[config.mk]
export PLATFORM = sky130hd
export DESIGN_NAME = overlap_box_group_largest
export DESIGN_NICKNAME = d
export VERILOG_FILES = /design/src/hdl/obgl_pkg.sv /design/src/hdl/overlap_box_group_largest.sv
export SDC_FILE = /design/constraint.sdc
export NUM_CORES = 2
export LEC_CHECK = 0
export ABC_AREA = 1
export BUFFER_PORTS_ARGS = -buffer_cell sky130_fd_sc_hd__buf_2
export CORE_MARGIN = 1.5
export CORE_UTILIZATION = 35
export CTS_BUF_LIST = sky130_fd_sc_hd__clkbuf_4
export CTS_CLUSTER_DIAMETER = 120
export CTS_CLUSTER_SIZE = 12
export DETAILED_ROUTE_END_ITERATION = 12
export HOLD_SLACK_MARGIN = 0.03
export PLACE_DENSITY = 0.62
export SLEW_MARGIN = 30
export SYNTH_ARGS = -nofsm -noshare
export SYNTH_HDL_FRONTEND = slang
export SYNTH_SLANG_ARGS = --single-unit
export TNS_END_PERCENT = 50
[constraint.sdc]
create_clock -name clk -period 19.4 [get_ports clk]
set_input_delay 3.88 -clock clk [delete_from_list [all_inputs] [get_ports clk]]
set_output_delay 3.88 -clock clk [all_outputs]
set_load 0.03 [all_outputs]
[src/hdl/obgl_pkg.sv]
// Shared types and constants for the overlap box grouping block.
package obgl_pkg;

    localparam int POS_W         = 12;
    localparam int DIM_W         = 13;
    localparam int END_W         = DIM_W + 1;
    localparam int AREA_W        = 2 * DIM_W;
    localparam int DIM_FIELD_MAX = (1 << DIM_W) - 1;
    localparam int MAX_DIM_DEF   = 4096;
    localparam int QDEPTH        = 4;
    localparam int QPTR_W        = $clog2(QDEPTH);
    localparam int QCNT_W        = $clog2(QDEPTH + 1);

    typedef struct packed {
        logic [POS_W-1:0] left;
        logic [POS_W-1:0] top;
        logic [DIM_W-1:0] width;
        logic [DIM_W-1:0] height;
    } box_t;

    typedef struct packed {
        box_t box;
        logic run_final;
    } res_t;

endpackage

[src/hdl/overlap_box_group_largest.sv]
// Overlap box grouping: keeps the largest box of each group of overlapping boxes.
//
// Usage:
//   Boxes enter on the input channel (in_valid / in_ready) with box_left, box_top,
//   box_width, box_height and end_of_list. A box joins the open group when twice its
//   intersection with the group's first box exceeds either box's area; otherwise the
//   group closes and the box starts a new one. Each closed group yields its largest box
//   on the output channel (out_valid / out_ready). end_of_list flushes the open group,
//   so one box can give up to two results; run_final marks the last of them.
//   Widths or heights above MAX_DIM are saturated to MAX_DIM on entry.
//   The request that closes a group is held in the input register; its result is then queued.
//   Throughput: one box per cycle, set by the combinational update of the group state
//   from the input register; a four-entry result queue takes up to two results a cycle
//   and the input stage advances only while two entries are free.
//   When the receiver stalls, the queue fills and in_ready drops; nothing is lost.
//   Reset empties the queue and the input register and leaves no group open.
module overlap_box_group_largest
    import obgl_pkg::*;
#(
    parameter int MAX_DIM = MAX_DIM_DEF
)
(
    input  logic             clk,
    input  logic             rst_n,
    input  logic             in_valid,
    output logic             in_ready,
    input  logic [POS_W-1:0] box_left,
    input  logic [POS_W-1:0] box_top,
    input  logic [DIM_W-1:0] box_width,
    input  logic [DIM_W-1:0] box_height,
    input  logic             end_of_list,
    output logic             out_valid,
    input  logic             out_ready,
    output logic [POS_W-1:0] best_left,
    output logic [POS_W-1:0] best_top,
    output logic [DIM_W-1:0] best_width,
    output logic [DIM_W-1:0] best_height,
    output logic             run_final
);

    localparam int DIM_CAP_I = (MAX_DIM > DIM_FIELD_MAX) ? DIM_FIELD_MAX : MAX_DIM;
    localparam logic [DIM_W-1:0] DIM_CAP = DIM_W'(DIM_CAP_I);

    // input register
    logic              in_valid_reg;
    box_t              in_box_reg;
    logic [AREA_W-1:0] in_area_reg;
    logic              in_last_reg;

    // group state
    logic              open_reg, open_next;
    box_t              anchor_reg, anchor_next;
    logic [AREA_W-1:0] anchor_area_reg, anchor_area_next;
    box_t              best_reg, best_next;
    logic [AREA_W-1:0] best_area_reg, best_area_next;

    // result queue
    res_t              queue_reg [QDEPTH];
    logic [QPTR_W-1:0] head_reg, tail_reg;
    logic [QCNT_W-1:0] count_reg;

    box_t              clamped;
    logic              accept_in, fire, pop;
    logic [END_W-1:0]  a_end_x, b_end_x, a_end_y, b_end_y;
    logic [END_W-1:0]  lo_x, hi_x, lo_y, hi_y;
    logic [DIM_W-1:0]  iw, ih;
    logic [AREA_W-1:0] inter;
    logic [AREA_W:0]   inter2;
    logic              join_grp, split;
    res_t              split_res, last_res, res0, res1;
    logic [1:0]        push_cnt;

    // Saturate oversized dimensions on entry.
    always_comb
    begin
        clamped.left   = box_left;
        clamped.top    = box_top;
        clamped.width  = (box_width > DIM_CAP) ? DIM_CAP : box_width;
        clamped.height = (box_height > DIM_CAP) ? DIM_CAP : box_height;
    end

    assign fire      = in_valid_reg && (count_reg <= QCNT_W'(QDEPTH - 2));
    assign in_ready  = !in_valid_reg || fire;
    assign accept_in = in_valid && in_ready;
    assign pop       = out_valid && out_ready;

    always_ff @(posedge clk or negedge rst_n)
    begin
        if (!rst_n)
        begin
            in_valid_reg <= 1'b0;
        end
        else if (in_ready)
        begin
            in_valid_reg <= in_valid;
        end
    end

    always_ff @(posedge clk)
    begin
        if (accept_in)
        begin
            in_box_reg  <= clamped;
            in_area_reg <= AREA_W'(clamped.width) * AREA_W'(clamped.height);
            in_last_reg <= end_of_list;
        end
    end

    // Intersection of the held box with the anchor.
    always_comb
    begin
        a_end_x = END_W'(anchor_reg.left) + END_W'(anchor_reg.width);
        b_end_x = END_W'(in_box_reg.left) + END_W'(in_box_reg.width);
        a_end_y = END_W'(anchor_reg.top) + END_W'(anchor_reg.height);
        b_end_y = END_W'(in_box_reg.top) + END_W'(in_box_reg.height);
        lo_x = (anchor_reg.left > in_box_reg.left) ? END_W'(anchor_reg.left)
                                                   : END_W'(in_box_reg.left);
        lo_y = (anchor_reg.top > in_box_reg.top) ? END_W'(anchor_reg.top)
                                                 : END_W'(in_box_reg.top);
        hi_x = (a_end_x < b_end_x) ? a_end_x : b_end_x;
        hi_y = (a_end_y < b_end_y) ? a_end_y : b_end_y;
        iw = (hi_x > lo_x) ? DIM_W'(hi_x - lo_x) : '0;
        ih = (hi_y > lo_y) ? DIM_W'(hi_y - lo_y) : '0;
        inter  = AREA_W'(iw) * AREA_W'(ih);
        inter2 = {inter, 1'b0};
        join_grp = (inter2 > {1'b0, in_area_reg}) || (inter2 > {1'b0, anchor_area_reg});
    end

    // Group state update and results for the held box.
    always_comb
    begin
        open_next        = open_reg;
        anchor_next      = anchor_reg;
        anchor_area_next = anchor_area_reg;
        best_next        = best_reg;
        best_area_next   = best_area_reg;
        split            = 1'b0;

        if (!open_reg || !join_grp)
        begin
            split            = open_reg;
            open_next        = 1'b1;
            anchor_next      = in_box_reg;
            anchor_area_next = in_area_reg;
            if (in_area_reg != '0)
            begin
                best_next      = in_box_reg;
                best_area_next = in_area_reg;
            end
            else
            begin
                best_next      = '0;
                best_area_next = '0;
            end
        end
        else if (in_area_reg > best_area_reg)
        begin
            best_next      = in_box_reg;
            best_area_next = in_area_reg;
        end

        if (in_last_reg)
        begin
            open_next = 1'b0;
        end

        split_res.box       = best_reg;
        split_res.run_final = !in_last_reg;
        last_res.box        = best_next;
        last_res.run_final  = 1'b1;
        res0     = split ? split_res : last_res;
        res1     = last_res;
        push_cnt = {1'b0, split} + {1'b0, in_last_reg};
    end

    always_ff @(posedge clk or negedge rst_n)
    begin
        if (!rst_n)
        begin
            open_reg        <= 1'b0;
            anchor_reg      <= '0;
            anchor_area_reg <= '0;
            best_reg        <= '0;
            best_area_reg   <= '0;
        end
        else if (fire)
        begin
            open_reg        <= open_next;
            anchor_reg      <= anchor_next;
            anchor_area_reg <= anchor_area_next;
            best_reg        <= best_next;
            best_area_reg   <= best_area_next;
        end
    end

    // Result queue: up to two pushes and one pop per cycle.
    always_ff @(posedge clk)
    begin
        if (fire && push_cnt != 2'd0)
        begin
            queue_reg[tail_reg] <= res0;
        end
        if (fire && push_cnt == 2'd2)
        begin
            queue_reg[tail_reg + QPTR_W'(1)] <= res1;
        end
    end

    always_ff @(posedge clk or negedge rst_n)
    begin
        if (!rst_n)
        begin
            head_reg  <= '0;
            tail_reg  <= '0;
            count_reg <= '0;
        end
        else
        begin
            if (fire)
            begin
                tail_reg <= tail_reg + QPTR_W'(push_cnt);
            end
            if (pop)
            begin
                head_reg <= head_reg + QPTR_W'(1);
            end
            count_reg <= count_reg + (fire ? QCNT_W'(push_cnt) : '0) - QCNT_W'(pop);
        end
    end

    assign out_valid   = (count_reg != '0);
    assign best_left   = queue_reg[head_reg].box.left;
    assign best_top    = queue_reg[head_reg].box.top;
    assign best_width  = queue_reg[head_reg].box.width;
    assign best_height = queue_reg[head_reg].box.height;
    assign run_final   = queue_reg[head_reg].run_final;

`ifndef SYNTH
    a_queue_bound: assert property (@(posedge clk) disable iff (!rst_n)
        count_reg <= QCNT_W'(QDEPTH))
        else $error("result queue overflow");

    a_pair_queued: assert property (@(posedge clk) disable iff (!rst_n)
        out_valid && !run_final |-> count_reg >= QCNT_W'(2))
        else $error("non-final result without its pair queued");

    a_last_closes: assert property (@(posedge clk) disable iff (!rst_n)
        fire && in_last_reg |=> !open_reg)
        else $error("group left open after end of list");
`endif

endmodule

==> results.yml <==
route:
  wl_met3_mm: 10.6
  route.met2.wl_mm: 56.5
  highest_layer: "met5"
  drt_wl_total_mm: 125
  drc: 0
  drt_iter0_markers: 3455
  vias: 34700
  wl_per_cell_microns: 19.4
  antenna_left: 0
  drt-vias-per-instance: 5.41
  dr.pass1.iters: 8
  wl_met1_mm: 53.5
finish:
  area_delta_synth_final_pct: 5.87
  post-route-util: 0.375
  final_layout_size_suffix_gt1_frac: 0.0853
  final_cells: 6414
  largest_reg_flops: 204
  final_cell_mix: "nand2_1, nand3_1, inv_1"
  fin_nets: 5527
  mostFrequentLayoutCell: "nand2_1"
grt:
  grt_pass1_wl_mm: 194
  grt_usage: 0.213
  overflow: 0
  grt_pass1_vias: 33600
  antenna_found_initial: 8
  grt_max_degree: 89
yosys:
  synthCells: 4896
  syn_nets: 5546
  syn-cell-area_sq_mm: 0.0399
  synth_edf_count: 277
  synthFlopType: "edfxtp_1"
  async_reset_ff_frac: 0.364
  yosysWarnings: 0
  ys_seq_area_frac: 0.311
  synth_cell_types: 61
  avgSynthCellArea_sq_um: 8.16
  synth_seq_cells: 442
floorplanning:
  fp-row-count: 123
  start_util: 0.354
  dieArea_sq_mm: 0.116
  core_region_area_sq_mm: 0.113
  io_pins: 108
  die_x_microns: 341
  dieHeight_microns: 341
cts:
  cts.repair.resized: 0
  post_cts_buffers: 0
  clk_latency_ps: 910
  cts_inserted_buffers: 43
  cts_tree: "built"
  cts_root_buffer: "clkbuf_4"
  hold_buffers: 0
  cts.path.max_buffers: 3
  clock-sinks: 442
  htreeDepth: 2
  path_clk_slew_ps: 140
worst_setup_path:
  crit_required_ps: 19920
  crit_path_max_incr_delay_ps: 700
  crit_path_frequent_cell: "nand2_1"
  path_buf_inv: 13
  path_delay_family: "adder cells"
  rr_worst_depth: 71
  setup.worst_path.end_class: "flop"
  start_kind: "flop"
  critPathArrivalTime_ps: 16030
  cp_slowest_cell: "buf_4"
  crit_type: "reg -> reg"
  worstPathMaxFanout: 88
  path_depth: 71
sta:
  slew_headroom: 0.333
  hold_violations: 0
  tns_ps: 0
  timing.hold.ws_ps: 499
  setup_violations: 0
  fmax_ghz: 0.0645
  drv_slew: 0
  skew_ps: 70.9
  fin_crit_sh: 0.800
  rsz0062_at_grt: "no"
  tightest_slew_ps: 1000
  layout_min_cycle_time_ps: 15510
placement:
  dpl.cell_count: 6332
  gp_congestion: 0.950
  hpwl_mm: 90.8
  port_buffers: 107
min_path:
  hold_class: "reg -> reg"
  whs_path_depth: 2
job:
  cap_viol_max_count: 0
outcome:
  status: "completed"
-- layout make-up --
cell class              count  area, sq um
diodes                      4         10.0
well taps                1500         1880
clock inverters             5         28.8
inverters                 587         2200
fillers                 11600        70500
repair buffers            148          853
clock buffers              73          548
flip-flops and latches    442        12400
multi-input cells        3655        24300
-- layer usage --
layer / track usage / vias up
met3: 0.0300 / 264
met2: 0.340 / 1539
li1: - / 16300
met1: 0.293 / 16600
met5: 0 / -
met4: 0.0750 / 2
-- synthesized netlist by cell type, types with 6 or more instances --
| library cell | n | area share |
|---|---|---|
| or2_4 | 30 | 0.0066 |
| dfrtp_1 | 161 | 0.10 |
| o21ai_1 | 15 | 0.0019 |
| xor2_1 | 62 | 0.014 |
| buf_6 | 30 | 0.0085 |
| buf_4 | 7 | 0.0013 |
| nor2_1 | 396 | 0.037 |
| buf_2 | 23 | 0.0029 |
| clkinv_1 | 18 | 0.0017 |
| nand4_1 | 72 | 0.011 |
| nand3_1 | 694 | 0.087 |
| a21o_1 | 7 | 0.0013 |
| o21ai_0 | 298 | 0.037 |
| nand2_2 | 20 | 0.0031 |
| nor4_1 | 14 | 0.0022 |
| nand2_1 | 988 | 0.093 |
| o22ai_1 | 51 | 0.0080 |
| a211oi_1 | 6 | 0.0011 |
| buf_1 | 7 | 0.00066 |
| o211ai_1 | 6 | 0.0011 |
| xnor2_1 | 44 | 0.0096 |
| inv_1 | 567 | 0.053 |
| nand3_2 | 36 | 0.0090 |
| clkbuf_1 | 143 | 0.013 |
| a31oi_1 | 13 | 0.0020 |
| ha_1 | 346 | 0.11 |
| a21oi_1 | 162 | 0.020 |
| edfxtp_1 | 277 | 0.21 |
| fa_1 | 249 | 0.12 |
| o21ai_2 | 52 | 0.011 |
| nor3_1 | 23 | 0.0029 |
| or2_2 | 26 | 0.0041 |
-- kinds of logic (layout without fill, tap and decap cells) --
family | count (synthesis) | in the layout | share of synthesized area
xor gates and xnor gates | 106 | 106 | 0.0232
other | 0 | 4 | 0
AOI/OAI and AO/OA | 640 | 640 | 0.0908
adders and majority gates | 595 | 595 | 0.233
DFF | 442 | 442 | 0.311
buffers and inverters | 799 | 813 | 0.0822
and+or+nand+nor | 2314 | 2314 | 0.259
-- stage by stage --
stage,area (sq um),worst slack [ps]
floorplan,39900,6860
global placement,41700,4330
detailed placement,41700,4180
CTS,42300,4110
global route,42300,2620
finish,42300,3890
-- worst paths after layout --
path / startpoint / endpoint / slack (ps)
hold reg to reg: anchor_reg[12] / anchor_reg[12] / 500
hold / removal: anchor_reg[12] / anchor_reg[12] / 500
max in group asynchronous: rst_n / head_reg[0] / 14560
setup / recovery: in_box_reg[30] / queue_reg[0][33] / 3890
setup reg to reg: in_box_reg[30] / queue_reg[0][33] / 3890
min in group asynchronous: rst_n / best_area_reg[3] / 2990
-- worst min-delay path, cell delays in order, from the launching register on --
cell	delay, ps
dfrtp_1	370
nand2_1	50
o21ai_0	60
Power is left out: the tool's default activity adds up to more than one toggle a clock period on the data nets, which glitch-free logic cannot reach.
